<file path="src/sv/rcpi_pkg.sv">
// Shared types and constants for the row center path interval block.
`timescale 1ns / 1ps
package rcpi_pkg;

   localparam int CFG_W           = 11;
   localparam int EDGE_W          = 10;
   localparam int COLOR_W         = 8;
   localparam int ROW_WIDTH_RESET = 640;
   localparam int ROW_WIDTH_MIN   = 2;

   localparam logic [COLOR_W-1:0] COLOR_FULL = 8'd255;
   localparam logic [COLOR_W-1:0] COLOR_HALF = 8'd128;
   localparam logic [COLOR_W-1:0] COLOR_NONE = 8'd0;

   // Classified pixel as it leaves the input register.
   typedef struct packed {
      logic bad;
      logic first_of_frame;
      logic last_of_row;
   } pixel_type;

endpackage

</file>
<file path="src/sv/row_center_path_interval.sv">
// Top level of the row center path interval block.
`timescale 1ns / 1ps
// Pixels enter on the req_ stream one per transaction, rows from the bottom
// of the image upward and pixels left to right. req_tuser marks the first
// pixel of a frame and req_tlast the last pixel of a row. For every row end
// one transaction leaves on the rsp_ stream: rsp_tuser says whether a path
// is open through the row center, and rsp_tdata carries the good column run
// around the center. Pixels that do not end a row give no transaction.
// The csr_ channel writes the row width; it is always ready and should be
// written only while no pixel is in flight.
// rsp_tvalid rises once a row's last pixel has passed the classifying input
// register and the run tracker has loaded the result register from it. One
// pixel is taken every cycle while no result is held back by the receiver;
// the tracker updates its state as it takes each pixel. When the receiver
// holds rsp_tready low, the result stays put, the tracker stops, and the
// input register holds at most one more pixel before req_tready drops.
// Reset clears the stream valids, the frame and row state, and sets the row
// width to 640 (clamped to MAX_WIDTH).
module row_center_path_interval #(
   parameter int MAX_WIDTH = 1024
) (
   input  logic                       clock,
   input  logic                       reset,
   input  logic                       req_tvalid,
   output logic                       req_tready,
   input  logic [23:0]                req_tdata,  // red, green, blue
   input  logic                       req_tuser,  // first_of_frame
   input  logic                       req_tlast,  // last_of_row
   output logic                       rsp_tvalid,
   input  logic                       rsp_tready,
   output logic [23:0]                rsp_tdata,  // left_edge, right_edge, zero pad
   output logic                       rsp_tuser,  // path_open
   input  logic                       csr_valid,
   output logic                       csr_ready,
   input  logic [rcpi_pkg::CFG_W-1:0] csr_data    // row_width
);
   import rcpi_pkg::*;

   pixel_type         pix;
   logic              pix_valid;
   logic              pix_ready;
   logic [EDGE_W-1:0] left_edge;
   logic [EDGE_W-1:0] right_edge;

   assign csr_ready = 1'b1;

   rcpi_in_stage u_in_stage (
      .clock          (clock),
      .reset          (reset),
      .in_valid       (req_tvalid),
      .in_ready       (req_tready),
      .red            (req_tdata[7:0]),
      .green          (req_tdata[15:8]),
      .blue           (req_tdata[23:16]),
      .first_of_frame (req_tuser),
      .last_of_row    (req_tlast),
      .pix_valid      (pix_valid),
      .pix_ready      (pix_ready),
      .pix            (pix)
   );

   rcpi_tracker #(
      .MAX_WIDTH (MAX_WIDTH)
   ) u_tracker (
      .clock      (clock),
      .reset      (reset),
      .csr_valid  (csr_valid),
      .csr_data   (csr_data),
      .pix_valid  (pix_valid),
      .pix_ready  (pix_ready),
      .pix        (pix),
      .rsp_valid  (rsp_tvalid),
      .rsp_ready  (rsp_tready),
      .path_open  (rsp_tuser),
      .left_edge  (left_edge),
      .right_edge (right_edge)
   );

   assign rsp_tdata = {4'b0000, right_edge, left_edge};

endmodule

</file>
<file path="src/sv/rcpi_in_stage.sv">
// Input register: classifies each pixel and holds it for the tracker.
`timescale 1ns / 1ps
module rcpi_in_stage (
   input  logic                        clock,
   input  logic                        reset,
   input  logic                        in_valid,
   output logic                        in_ready,
   input  logic [rcpi_pkg::COLOR_W-1:0] red,
   input  logic [rcpi_pkg::COLOR_W-1:0] green,
   input  logic [rcpi_pkg::COLOR_W-1:0] blue,
   input  logic                        first_of_frame,
   input  logic                        last_of_row,
   output logic                        pix_valid,
   input  logic                        pix_ready,
   output rcpi_pkg::pixel_type         pix
);
   import rcpi_pkg::*;

   logic      valid_ff;
   pixel_type pix_ff;
   pixel_type pix_in;
   logic      is_white;
   logic      is_orange;
   logic      is_black;

   assign is_white  = (red == COLOR_FULL) && (green == COLOR_FULL) && (blue == COLOR_FULL);
   assign is_orange = (red == COLOR_FULL) && (green == COLOR_HALF) && (blue == COLOR_NONE);
   assign is_black  = (red == COLOR_NONE) && (green == COLOR_NONE) && (blue == COLOR_NONE);

   always_comb begin
      pix_in.bad            = is_white || is_orange || is_black;
      pix_in.first_of_frame = first_of_frame;
      pix_in.last_of_row    = last_of_row;
   end

   // The register may refill in the same cycle that the tracker drains it.
   assign in_ready  = !valid_ff || pix_ready;
   assign pix_valid = valid_ff;
   assign pix       = pix_ff;

   always_ff @(posedge clock) begin
      if (reset) begin
         valid_ff <= 1'b0;
      end else if (in_ready) begin
         valid_ff <= in_valid;
      end
      if (in_ready && in_valid) begin
         pix_ff <= pix_in;
      end
   end

endmodule

</file>
<file path="src/sv/rcpi_tracker.sv">
// Per-row run tracking around the center column and the result register.
`timescale 1ns / 1ps
module rcpi_tracker #(
   parameter int MAX_WIDTH = 1024
) (
   input  logic                          clock,
   input  logic                          reset,
   input  logic                          csr_valid,
   input  logic [rcpi_pkg::CFG_W-1:0]    csr_data,
   input  logic                          pix_valid,
   output logic                          pix_ready,
   input  rcpi_pkg::pixel_type           pix,
   output logic                          rsp_valid,
   input  logic                          rsp_ready,
   output logic                          path_open,
   output logic [rcpi_pkg::EDGE_W-1:0]   left_edge,
   output logic [rcpi_pkg::EDGE_W-1:0]   right_edge
);
   import rcpi_pkg::*;

   localparam int XW = $clog2(MAX_WIDTH);
   localparam int WW = $clog2(MAX_WIDTH + 1);
   localparam int RST_WIDTH = (ROW_WIDTH_RESET > MAX_WIDTH) ? MAX_WIDTH : ROW_WIDTH_RESET;
   localparam logic [WW-1:0] NONE_MARK = WW'(MAX_WIDTH);
   localparam logic [XW-1:0] COL_LAST  = XW'(MAX_WIDTH - 1);

   logic [WW-1:0] width_ff;
   logic [WW-1:0] center_ff;
   logic [XW-1:0] column_ff;
   logic          closed_ff;
   logic [WW-1:0] left_bad_ff;
   logic [WW-1:0] right_bad_ff;
   logic          center_good_ff;
   logic          rsp_valid_ff;
   logic          path_open_ff;
   logic [EDGE_W-1:0] left_edge_ff;
   logic [EDGE_W-1:0] right_edge_ff;

   logic [WW-1:0] width_in;
   logic [XW-1:0] column_in;
   logic          closed_in;
   logic [WW-1:0] left_bad_in;
   logic [WW-1:0] right_bad_in;
   logic          center_good_in;
   logic [XW-1:0] x;
   logic [WW-1:0] x_ext;
   logic [WW-1:0] width_m1;
   logic [WW-1:0] right_clip;
   logic [WW-1:0] right_col;
   logic          fire;

   assign pix_ready = !rsp_valid_ff || rsp_ready;
   assign fire      = pix_valid && pix_ready;

   // Clamp the written width into the supported range once, at write time.
   always_comb begin
      if (csr_data < CFG_W'(ROW_WIDTH_MIN)) begin
         width_in = WW'(ROW_WIDTH_MIN);
      end else if (32'(csr_data) > 32'(MAX_WIDTH)) begin
         width_in = WW'(MAX_WIDTH);
      end else begin
         width_in = WW'(csr_data);
      end
   end

   assign width_m1 = width_ff - WW'(1);

   always_comb begin
      // A frame start discards whatever the previous row left behind.
      if (pix.first_of_frame) begin
         x              = '0;
         closed_in      = 1'b0;
         left_bad_in    = '0;
         right_bad_in   = NONE_MARK;
         center_good_in = 1'b0;
      end else begin
         x              = column_ff;
         closed_in      = closed_ff;
         left_bad_in    = left_bad_ff;
         right_bad_in   = right_bad_ff;
         center_good_in = center_good_ff;
      end
      x_ext = WW'(x);

      if (x_ext == center_ff) begin
         center_good_in = !pix.bad;
      end else if (x_ext < center_ff) begin
         if (pix.bad) begin
            left_bad_in = x_ext + WW'(1);
         end
      end else if (x_ext < width_m1) begin
         if (pix.bad && (right_bad_in == NONE_MARK)) begin
            right_bad_in = x_ext;
         end
      end

      column_in = (x == COL_LAST) ? x : x + XW'(1);

      if (pix.last_of_row && !center_good_in) begin
         closed_in = 1'b1;
      end

      // The last column of the row always counts as a bad column.
      right_clip = (right_bad_in > width_m1) ? width_m1 : right_bad_in;
      right_col  = (right_clip > center_ff) ? right_clip - WW'(1) : center_ff;
   end

   always_ff @(posedge clock) begin
      if (reset) begin
         width_ff       <= WW'(RST_WIDTH);
         center_ff      <= WW'(RST_WIDTH / 2);
         column_ff      <= '0;
         closed_ff      <= 1'b0;
         left_bad_ff    <= '0;
         right_bad_ff   <= NONE_MARK;
         center_good_ff <= 1'b0;
         rsp_valid_ff   <= 1'b0;
      end else begin
         if (csr_valid) begin
            width_ff  <= width_in;
            center_ff <= width_in >> 1;
         end
         if (fire) begin
            closed_ff <= closed_in;
            if (pix.last_of_row) begin
               column_ff      <= '0;
               left_bad_ff    <= '0;
               right_bad_ff   <= NONE_MARK;
               center_good_ff <= 1'b0;
            end else begin
               column_ff      <= column_in;
               left_bad_ff    <= left_bad_in;
               right_bad_ff   <= right_bad_in;
               center_good_ff <= center_good_in;
            end
         end
         if (pix_ready) begin
            rsp_valid_ff <= fire && pix.last_of_row;
         end
      end
      if (fire && pix.last_of_row) begin
         path_open_ff  <= !closed_in;
         left_edge_ff  <= closed_in ? '0 : EDGE_W'(left_bad_in);
         right_edge_ff <= closed_in ? '0 : EDGE_W'(right_col);
      end
   end

   assign rsp_valid  = rsp_valid_ff;
   assign path_open  = path_open_ff;
   assign left_edge  = left_edge_ff;
   assign right_edge = right_edge_ff;

endmodule

</file>
<file path="config.mk">
export PLATFORM = sky130hd
export DESIGN_NAME = row_center_path_interval
export DESIGN_NICKNAME = d
export VERILOG_FILES = /design/src/sv/rcpi_pkg.sv /design/src/sv/row_center_path_interval.sv /design/src/sv/rcpi_in_stage.sv /design/src/sv/rcpi_tracker.sv
export SDC_FILE = /design/constraint.sdc
export NUM_CORES = 1
export LEC_CHECK = 0
export BUFFER_PORTS_ARGS = -buffer_cell sky130_fd_sc_hd__buf_2
export CORE_ASPECT_RATIO = 0.9
export CORE_MARGIN = 3
export CORE_UTILIZATION = 63
export DETAILED_ROUTE_END_ITERATION = 10
export PLACE_DENSITY = 0.95
export RECOVER_POWER = 100
export SLEW_MARGIN = 20
export SYNTH_ARGS = -nofsm -noshare
export SYNTH_HDL_FRONTEND = slang
export SYNTH_SLANG_ARGS = --single-unit
</file>
<file path="constraint.sdc">
create_clock -name clock -period 16.4 [get_ports clock]
set_clock_uncertainty 0.15 [all_clocks]
set_input_delay 3.28 -clock clock [delete_from_list [all_inputs] [get_ports clock]]
set_output_delay 3.28 -clock clock [all_outputs]
set_load 0.01 [all_outputs]
</file>
# [After elaboration in Yosys (flattened, before gate mapping)]
# Cells that the tools add are included.
# Widths: inputs -> output; s select.
[classes] eq_ne=7 n_lt_le_gt_ge=6 addsub=4 n_reduce_logical=23 mux=23
[op_table] op="$mux 11" n=14
[op_table] op="$mux 10" n=4
[op_table] op="$eq 8x8->1 const B" n=4
[op_table] op="$logic_not 8->1" n=3
[op_table] op="$add 10x1->11 const B" n=1
[op_table] op="$eq 11x11->1 const B" n=1
[op_table] op="$gt 11x10->1" n=1
[op_table] op="$gt 11x11->1" n=1
[op_table] op="$gt 11x11->1 const B" n=1
[op_table] op="$logic_and 1x1->1" n=11
[op_table] op="$lt 10x11->1" n=1
[op_table] op="$lt 11x2->1 const B" n=1
[op_table] op="$sub 11x1->11 const B" n=1
[op_table] op="$add 10x1->10 const B" n=1
[op_table] op="$eq 10x10->1" n=1
[op_table] op="$eq 10x10->1 const B" n=1
[op_table] op="$lt 10x10->1" n=1
[op_table] op="$sub 10x1->10 const B" n=1
[op_table] op="$logic_not 1->1" n=5
[op_table] op="$mux 1" n=5
[op_table] op="$logic_or 1x1->1" n=4
[word_totals] regBits=81 word_cells=78

# [Longest topological paths before layout]
# Gate-level depths: netlist of the first run.
[depth] depth_word=11 depth_mapped=41 ltp_nobuf=37

# [Hierarchy]
# Synthesis of the first run repeated with hierarchy kept, for this count alone.
[unflattened] cells_unflattened=623 area_unflattened_um2=5212.5
[by_module_without_submodules] module="rcpi_tracker" area_each_um2=4921.0 cells_each=588 instances=1 seq_area_each_um2=1531.5
[by_module_without_submodules] module="rcpi_in_stage" area_each_um2=246.5 cells_each=28 instances=1 seq_area_each_um2=110.1
[by_module_without_submodules] module="row_center_path_interval" area_each_um2=45.0 cells_each=7 instances=1 seq_area_each_um2=0.0

# [Worst setup path after synthesis of the first run]
# Ideal clock, no wire load.
[synth_timing] path_type="reg-to-reg" startpoint="register u_in_stage.pix_ff, in the netlist u_in_stage.pix[1]" endpoint="register u_tracker.right_edge_ff[4] (netlist: u_tracker.right_edge[4]), data pin" slack_ns=8.870 synth_period_minus_slack_ns=7.530 t_arrival_ns=7.120 path_stages_with_launch=39 setup_time_ns=0.260 cell_sequence="edfxtp_1 clkbuf_1 clkbuf_1 buf_1 nor2b_1 ha_1 a21o_1 a211o_1 o32ai_1 a221oi_2 o21a_1 nor2_1 buf_2 nand2_1 a21oi_1 ha_1 a21o_1 a21o_1 (+3 left out) a21o_2 nand2_4 buf_6 clkbuf_1 o21a_1 ha_1 nor2b_1 o21a_1 o21a_1 o21ai_0 nand2b_1 a21oi_1 o21ai_0 nand2_1 o211ai_1 buf_2 o21ai_0 a21oi_1"
[synth_via] elab_chain_len=11
[synth_lines] element="start, declared" line_no="rcpi_in_stage.sv:20" rtl="pixel_type pix_ff;"
[synth_lines] element="start signal, assigned" line_no="rcpi_in_stage.sv:48" rtl="pix_ff <= pix_in;"
[synth_lines] element="parallel branches: the longest is 11 deep, another holds $lt 10x11->1"
[synth_lines] element="end signal, assigned" line_no="rcpi_tracker.sv:144" rtl="right_edge_ff <= closed_in ? '0 : EDGE_W'(right_col);"
[synth_lines] element="end, declared" line_no="rcpi_tracker.sv:37" rtl="logic [EDGE_W-1:0] right_edge_ff;"
# Parallel ways; which one is timed is not known.
# A chain may end at the register's enable or synchronous reset.

# [Worst setup path after layout of the first run]
[layout_timing] startpoint="register u_in_stage.pix_ff, in the netlist u_in_stage.pix[1]" endpoint="register u_tracker.right_edge_ff[0] (netlist: u_tracker.right_edge[0]), data pin"
# Same word-level chain as after synthesis.

==> key figures, run 1 <==
Synthesis
  – Post-Syn Area: 0.00512 mm2
  – Top_reg_cell synth: dfxtp_1
  – Share of synthesized registers carrying an async set or reset: 0%
  – Yosys reg bits: 70
  – Synthesis Warnings: 0
  – Cells after synthesis: 622
  – Seq/Total Area, Yosys: 32.1%
  – Post-synth EDFFs: 24
  – Cell variety after synth: 75
  – Avg Inst Size Synth: 8.23 um2

Timing
  – Slew @ Worst Pin: 2.13 ns
  – Fin crit share: 63.0%
  – Slew Limit Fails: 82
  – Final setup fails: 0
  – TNS Setup: 0 ns
  – Slew Limit Headroom: -42.2%
  – RSZ-0062 raised after global routing: no
  – Max Fclk: 0.0968 GHz
  – Crit path time final: 10.33 ns
  – Hold Vio Cnt, Final: 0

Clocking
  – Clk Latency, worst-skew pair: 0.36 ns
  – Post-CTS Setup Inserts: 0
  – Reg clk slew, reported paths: 0.09 ns
  – H-tree Lvls: 3
  – Max Root-Sink Buffers: 2
  – CTS Root Cell: clkbuf_8
  – CTS tree: yes
  – Cts bufs inserted: 9
  – Clock Sinks: 70
  – Post-cts gate resize count: 0
  – Hold_buf cts: 0

Drt
  – Via-per-instance ratio: 6.60
  – Final wirelength: 15400 um
  – DR WL/cell: 20.0 um
  – Drt first pass iters: 5
  – Vias: 5085
  – Initial DRC Count: 596
  – Antenna-violating nets left: 0
  – DRC viols: 0

Setup path
  – Worst EP required: 16.34 ns
  – Slowest cell on crit path: clkbuf_1
  – Buf/Inv on CP: 3
  – Most numerous cell on the critical path: nand2_1
  – Critical Path Max Stage Delay: 1.10 ns
  – Worst path arrival time: 10.26 ns
  – Kind of start point of the critical path: flop
  – Crit. End Element: flop
  – Family with the most delay on the worst path: compound AO/OA/AOI/OAI gates
  – Setup CP Type: flop to flop
  – Crit Path Max Fanout: 34

Floorplanning
  – Core area: 0.00773 mm2
  – Die Height: 91.5 um
  – I/O pins: 70
  – Die W: 101 um
  – Cell row count: 30
  – Die Area: 0.00924 mm2
  – Starting density of the core: 66.2%

Layout
  – Layout net count: 752
  – Commonest non-fill, non-tap cell in the layout: nor2_1
  – Commonest cells after routing, fill and taps aside: 81 x nor2_1, 51 x a21oi_1, 49 x nand2_1
  – Non-filler instance count after layout: 771
  – Area Growth Syn to Fin: 9.66%
  – Diode count: 0
  – Share of layout cells above drive strength 1: 12.1%
  – Share of the core filled with cells: 72.6%

GRT
  – GR peak layer: met1
  – Gr ovfl total: 0
  – GR Layer Usage met2: 46.9%
  – Total GRT Usage: 33.4%
  – Met3 Usage GRT: 8.53%
  – Met1 Use GR: 50.1%
  – First-pass GRT wire length: 24200 um
  – Antenna violations before repair: 0
  – Vias in the first global route: 4661
  – Largest net degree at the start of global routing: 47

Placement
  – Port buffer count: 64
  – GPL Wtd Cong: 1.02
  – Final HPWL DP: 11800 um
  – Placed cells: 755

Power
  – Power per cell area: 82.5 mW/mm2
  – Max IR drop VDD: 0.0692 mV
  – Cell leakage power: 2.22 nW

Status
  – Outcome: complete, but fails checks
  – Failing checks: capacitance limit, slew limit

Flow run
  – Maxcap violations: 2

Worst hold path
  – Hold Crit Class: flop to flop
[logic make-up (layout without fill, tap and decap cells)]
| kind of cell | Yosys count | count (layout) | synth area share [%] |
|---|---|---|---|
| and+or+nand+nor | 250 | 250 | 24.5 |
| muxes | 7 | 7 | 1.47 |
| adders and majority gates | 40 | 40 | 9.78 |
| DFF | 70 | 70 | 32.1 |
| other | 2 | 5 | 0.147 |
| xor gates and xnor gates | 22 | 22 | 4.04 |
| buffers and inverters | 66 | 116 | 5.45 |
| AOI/OAI and AO/OA | 165 | 165 | 22.5 |
[Yosys cell counts, drive strengths merged, types with 5 or more instances]
library cell | number | area share [%]
nor2b | 11 | 1.3
a31oi | 8 | 0.98
ha | 40 | 9.8
nand4 | 12 | 1.5
a211oi | 13 | 2.0
a22oi | 20 | 2.9
nor4 | 10 | 1.2
buf | 11 | 1.4
nand2b | 8 | 0.98
and3 | 5 | 0.61
nor2 | 82 | 6.2
and2 | 5 | 0.61
edfxtp | 24 | 14
nand3 | 19 | 1.9
inv | 32 | 2.3
nor3 | 23 | 2.4
o21ai | 20 | 2.1
clkbuf | 23 | 1.7
a21oi | 52 | 5.2
dfxtp | 46 | 18
nand2 | 49 | 3.7
nor3b | 7 | 1.0
xnor2 | 18 | 3.1
a21o | 10 | 1.5
o21a | 9 | 1.3
[per-stage QoR]
step	hold slack, ns	total power, mW	setup WS [ns]	instance area, um2
2_1_floorplan	0.287	0.269	8.87	5130
3_3_place_gp	0.299	0.296	7.82	5440
3_5_place_dp	0.315	0.298	7.75	5440
4_1_cts	0.344	0.461	7.68	5670
5_1_grt	0.369	0.481	5.49	5610
6_report	0.357	0.463	6.07	5610
[cell type report]
class	instances	area, um2
inverters	32	120
multi-input cells	489	3190
well taps	96	120
flip-flops and latches	70	1640
clock inverters	7	104
repair buffers	68	312
fillers	609	2120
clock buffers	9	124
[path summary, 6_finish.rpt]
| check | start | slack (ns) | end | cells after the start |
|---|---|---|---|---|
| worst max-delay path | u_in_stage.pix[1] | 6.07 | u_tracker.right_edge[0] | 34 |
| worst min-delay path | u_tracker.center_good_ff | 0.36 | u_tracker.center_good_ff | 2 |
| worst max register to register | u_in_stage.pix[1] | 6.07 | u_tracker.right_edge[0] | 34 |
| worst min register to register | u_tracker.center_good_ff | 0.36 | u_tracker.center_good_ff | 2 |
[where the power goes]
group          internal [mW]  leakage [nW]  total, mW  switching [mW]
sequential             0.185         0.605      0.190         0.00490
combinational         0.0394          1.50      0.106          0.0668
clock                 0.0882         0.117      0.167          0.0787
[sequential cells by signal (all words and copies together) (netlist names), 3 cells and up]
| signal | count |
|---|---|
| u_tracker.right_edge | 10 |
| u_tracker.width_ff | 11 |
| u_in_stage.pix | 3 |
| u_tracker.column_ff | 10 |
| u_tracker.right_bad_ff | 11 |
| u_tracker.left_bad_ff | 10 |
| u_tracker.left_edge | 10 |
[per-layer routing]
layer | wire length (um) | vias to the layer above
met1 | 6600 | 2330
met2 | 6560 | 361
met4 | 283 | 0
met5 | 0 | -
met3 | 1960 | 35
li1 | - | 2359
[worst register-to-register path, delay by kind of cell (launching register included)]
| family | cells | cell delay, ns |
|---|---|---|
| flops | 1 | 0.32 |
| simple gates | 8 | 1.65 |
| mux | 1 | 0.39 |
| fa+ha+maj | 3 | 0.95 |
| compound gates | 19 | 4.69 |
| buf+inv | 3 | 1.87 |
(Power assumes the default switching activity.)
==> inputs of run 2 (changes only) <==
--- a/config.mk
+++ b/config.mk
@@ -5,12 +5,13 @@
 export SDC_FILE = /design/constraint.sdc
 export NUM_CORES = 1
 export LEC_CHECK = 0
+export ABC_AREA = 1
 export BUFFER_PORTS_ARGS = -buffer_cell sky130_fd_sc_hd__buf_2
 export CORE_ASPECT_RATIO = 0.9
 export CORE_MARGIN = 3
-export CORE_UTILIZATION = 63
+export CORE_UTILIZATION = 53
 export DETAILED_ROUTE_END_ITERATION = 10
-export PLACE_DENSITY = 0.95
+export PLACE_DENSITY = 0.88
 export RECOVER_POWER = 100
 export SLEW_MARGIN = 20
 export SYNTH_ARGS = -nofsm -noshare
==> constraint.sdc (replaced) <==
create_clock -name clock -period 9.4 [get_ports clock]
set_clock_uncertainty 0.15 [all_clocks]
set_input_delay 1.88 -clock clock [delete_from_list [all_inputs] [get_ports clock]]
set_output_delay 1.88 -clock clock [all_outputs]
set_load 0.01 [all_outputs]
==> run 2 against run 1 <==
The flow still finishes with violations (capacitance limit, slew limit); global-route usage fell by 8.7 points; sequential cell count unchanged; die area up 18%; critical path type unchanged; highest routed layer unchanged.
==> key figures, run 2 <==
Synthesis
  – Share of synthesized registers carrying an async set or reset: 0% (unchanged)
  – Avg Inst Size Synth: 6.95 um2 (was 8.23 um2)
  – Post-Syn Area: 0.00512 mm2 (about the same)
  – Commonest cells in the netlist: 196 x nand2_1, 94 x inv_1, 59 x a21oi_1 (was 81 x nor2_1, 51 x a21oi_1, 48 x nand2_1)
  – Largest cells by area after synthesis: dfxtp_1 18%, nand2_1 14%, edfxtp_1 14%, ha_1 9.8%, inv_1 6.9% (was dfxtp_1 18%, edfxtp_1 14%, ha_1 9.8%, nor2_1 5.9%, a21oi_1 5.0%)
  – Area share of xor/xnor cells in the synthesized design: 2.22% (was 4.04%)
  – Yosys reg bits: 70 (unchanged)
  – Mux share of post-synthesis cell area: 0% (was 1.47%)
  – Post-Synth Simple-Gate Area: 33.3% (was 24.5%)
  – Combinational family with the most area after synthesis: simple AND/OR/NAND/NOR gates (unchanged)
  – Compound-Gate Fraction of Synth Area: 12.2% (was 22.5%)
  – Post-synth EDFFs: 24 (unchanged)
  – Count leader, synth: nand2_1 (was nor2_1)
  – Top_reg_cell synth: dfxtp_1 (unchanged)
  – Seq/Total Area, Yosys: 32.1% (about the same)
  – Yosys top cell by area: dfxtp_1 (unchanged)
  – Cells after synthesis: 736 (was 622)
  – Synthesis Warnings: 0 (unchanged)
  – Cell variety after synth: 46 (was 75)
  – Area share of the leading cell type in the synthesized netlist: 18.0% (about the same)
  – Adder-Cell Fraction of Synth Area: 9.78% (about the same)

Setup path
  – Slowest cell on crit path: clkinvlp_2 (was clkbuf_1)
  – Crit Reg-Reg Endpoint: u_tracker.right_edge[9] (was u_tracker.right_edge[0])
  – Critical Path Start: u_in_stage.pix[1] (unchanged)
  – Crit. End Element: flop (unchanged)
  – Worst r2r src: u_in_stage.pix[1] (unchanged)
  – Crit Path Max Fanout: 25 (was 34)
  – Kind of start point of the critical path: flop (unchanged)
  – Worst path arrival time: 7.77 ns (was 10.26 ns)
  – FF-to-FF path depth: 37 (was 34)
  – Setup crit end: u_tracker.right_edge[9] (was u_tracker.right_edge[0])
  – Most numerous cell on the critical path: nand2_1 (unchanged)
  – Critical Path Max Stage Delay: 0.86 ns (was 1.10 ns)
  – Worst EP required: 9.35 ns (was 16.34 ns)
  – Worst R2R Setup Slack: 1.59 ns (was 6.07 ns)
  – Setup CP Type: flop to flop (unchanged)

Timing
  – Slew @ Worst Pin: 1.89 ns (was 2.13 ns)
  – Final hold slack: 0.319 ns (was 0.357 ns)
  – Hold Vio Cnt, Final: 0 (unchanged)
  – Max Fclk: 0.128 GHz (was 0.0968 GHz)
  – TNS Setup: 0 ns (unchanged)
  – Fin crit share: 83.1% (was 63.0%)
  – Slew Limit Headroom: -26.1% (was -42.2%)
  – Crit path time final: 7.81 ns (was 10.33 ns)
  – Final setup fails: 0 (unchanged)
  – Fin worst setup slack: 1.59 ns (was 6.07 ns)
  – Slew Limit Fails: 81 (was 82)
  – RSZ-0062 raised after global routing: no (unchanged)

Placement
  – GPL Wtd Cong: 0.990 (was 1.02)
  – Port buffer count: 64 (unchanged)
  – Final HPWL DP: 9730 um (was 11800 um)
  – Placed cells: 903 (was 755)
  – DP Worst Slack: 2.72 ns (was 7.75 ns)

Floorplanning
  – Die Height: 99.2 um (was 91.5 um)
  – Die W: 110 um (was 101 um)
  – Core area: 0.00925 mm2 (was 0.00773 mm2)
  – I/O pins: 70 (unchanged)
  – Cell row count: 33 (was 30)
  – Die Area: 0.0109 mm2 (was 0.00924 mm2)
  – Starting density of the core: 55.3% (was 66.2%)

Worst hold path
  – Hold Startpoint: u_tracker.left_bad_ff[6] (was u_tracker.center_good_ff)
  – Hold Crit Class: flop to flop (unchanged)

Status
  – Failing checks: capacitance limit, slew limit (unchanged)
  – Outcome: complete, but fails checks (unchanged)

Layout
  – Non-filler instance count after layout: 919 (was 771)
  – Area Growth Syn to Fin: 10.0% (was 9.66%)
  – Commonest non-fill, non-tap cell in the layout: nand2_1 (was nor2_1)
  – Diode count: 0 (unchanged)
  – Commonest cells after routing, fill and taps aside: 196 x nand2_1, 94 x inv_1, 59 x a21oi_1 (was 81 x nor2_1, 51 x a21oi_1, 49 x nand2_1)
  – Layout net count: 874 (was 752)
  – Fillcell total: 852 (was 609)
  – Largest registers: u_tracker.right_bad_ff (11), u_tracker.width_ff (11) (unchanged)
  – Share of layout cells above drive strength 1: 14.2% (was 12.1%)

Power
  – Combinational share of power: 24.0% (was 22.9%)
  – Sw Ratio: 32.8% (was 32.5%)
  – Clock share of power: 32.2% (was 36.1%)
  – Design internal power: 505 uW (was 312 uW)
  – Max IR drop VDD: 0.0811 mV (was 0.0692 mV)
  – Reg power frac: 43.7% (was 41.0%)
  – Cell leakage power: 2.55 nW (was 2.22 nW)
  – Power per cell area: 133 mW/mm2 (was 82.5 mW/mm2)
  – NetSw: 247 uW (was 150 uW)

Clocking
  – Max Root-Sink Buffers: 2 (unchanged)
  – Reg clk slew, reported paths: 0.08 ns (was 0.09 ns)
  – H-tree Lvls: 3 (unchanged)
  – Clk Latency, worst-skew pair: 0.35 ns (was 0.36 ns)
  – CTS tree: yes (unchanged)
  – Hold_buf cts: 0 (unchanged)
  – Clock Sinks: 70 (unchanged)
  – CTS Root Cell: clkbuf_8 (unchanged)
  – Post-cts gate resize count: 0 (unchanged)
  – Post-CTS Setup Inserts: 0 (unchanged)
  – Cts bufs inserted: 9 (unchanged)

Drt
  – Drt first pass iters: 5 (unchanged)
  – Vias: 5023 (was 5085)
  – Final wirelength: 13000 um (was 15400 um)
  – Antenna-violating nets left: 0 (unchanged)
  – Via-per-instance ratio: 5.47 (was 6.60)
  – Initial DRC Count: 415 (was 596)
  – DR WL/cell: 14.1 um (was 20.0 um)
  – DRC viols: 0 (unchanged)

GRT
  – Antenna violations before repair: 0 (unchanged)
  – Vias in the first global route: 4544 (was 4661)
  – Largest net degree at the start of global routing: 44 (was 47)
  – Total GRT Usage: 24.6% (was 33.4%)
  – First-pass GRT wire length: 21600 um (was 24200 um)
  – Gr ovfl total: 0 (unchanged)

Flow run
  – Maxcap violations: 2 (unchanged)
[run 2: cell count changes in the layout (fill, tap and decap cells not counted), sizes merged, moves of 11 or more]
cell / change
nand2: +174
inv: +64
nand3: +26
a22oi: -20
nor2: -17
nor3: -16
xnor2: -16
o21ai: +13
nor2b: -11
[run 2: cell families (layout without fill, tap and decap cells)]
logic type / after synthesis / in the layout
AO/OA/AOI/OAI: 112 / 112
XOR/XNOR: 13 / 13
adder cells (fa/ha/maj): 40 / 40
buffers and inverters: 127 / 185
flip-flops: 70 / 70
other: 2 / 5
AND/OR/NAND/NOR: 372 / 372
[run 2: worst min path at each step]
stage                                            end  depth (start not counted)  slack [ns]
after floorplan           u_tracker.right_bad_ff[10]                          2        0.28
after global placement        u_tracker.column_ff[6]                          2        0.30
after detailed placement    u_tracker.left_bad_ff[6]                          2        0.31
after CTS                   u_tracker.left_bad_ff[6]                          2        0.32
after global routing        u_tracker.left_bad_ff[6]                          2        0.33
final                       u_tracker.left_bad_ff[6]                          2        0.32
[run 2: power by group through the flow]
stage | Clock (mW) | Sequential (mW) | Combinational [mW]
detailed placement | 0 | 0.335 | 0.178
global placement | 0 | 0.335 | 0.173
CTS | 0.248 | 0.328 | 0.179
floorplan | 0 | 0.334 | 0.135
global route | 0.256 | 0.329 | 0.203
finish | 0.242 | 0.329 | 0.180
[run 2: worst max-delay path: cells and delay by family, from the launching register on]
kind	cells	cell delay (ns)
AO/OA/AOI/OAI	6	1.13
buffers and inverters	4	1.24
adder cells (fa/ha/maj)	3	0.96
AND/OR/NAND/NOR	24	3.51
flip-flops	1	0.53
[run 2: per-stage QoR]
stage / area (um2) / power, mW / util [%]
3_3_place_gp: 5490 / 0.508 / 59.4
6_report: 5630 / 0.751 / 60.9
2_1_floorplan: 5130 / 0.469 / -
5_1_grt: 5630 / 0.788 / 60.9
4_1_cts: 5680 / 0.754 / 61.4
3_5_place_dp: 5490 / 0.513 / 59.4
[run 2: final cells by class]
cell class / count / area, um2 / share of cell area (%)
Clock buffer: 11 / 131 / 2.33
Timing Repair Buffer: 68 / 305 / 5.42
Multi-Input combinational cell: 542 / 2960 / 52.6
Inverter: 101 / 380 / 6.75
Sequential cell: 70 / 1640 / 29.1
Tap cell: 122 / 153 / 2.71
Clock inverter: 5 / 60.1 / 1.07
[run 2: metal layers]
layer | vias to the layer above | wire (um) | track usage [%] | part of all wire, %
met5 | - | 0 | 0 | 0
met4 | 0 | 183 | 6.81 | 1.4
met3 | 18 | 1140 | 4.74 | 8.8
met2 | 242 | 5920 | 38.5 | 46
met1 | 2260 | 5750 | 34.8 | 44
li1 | 2503 | - | - | -
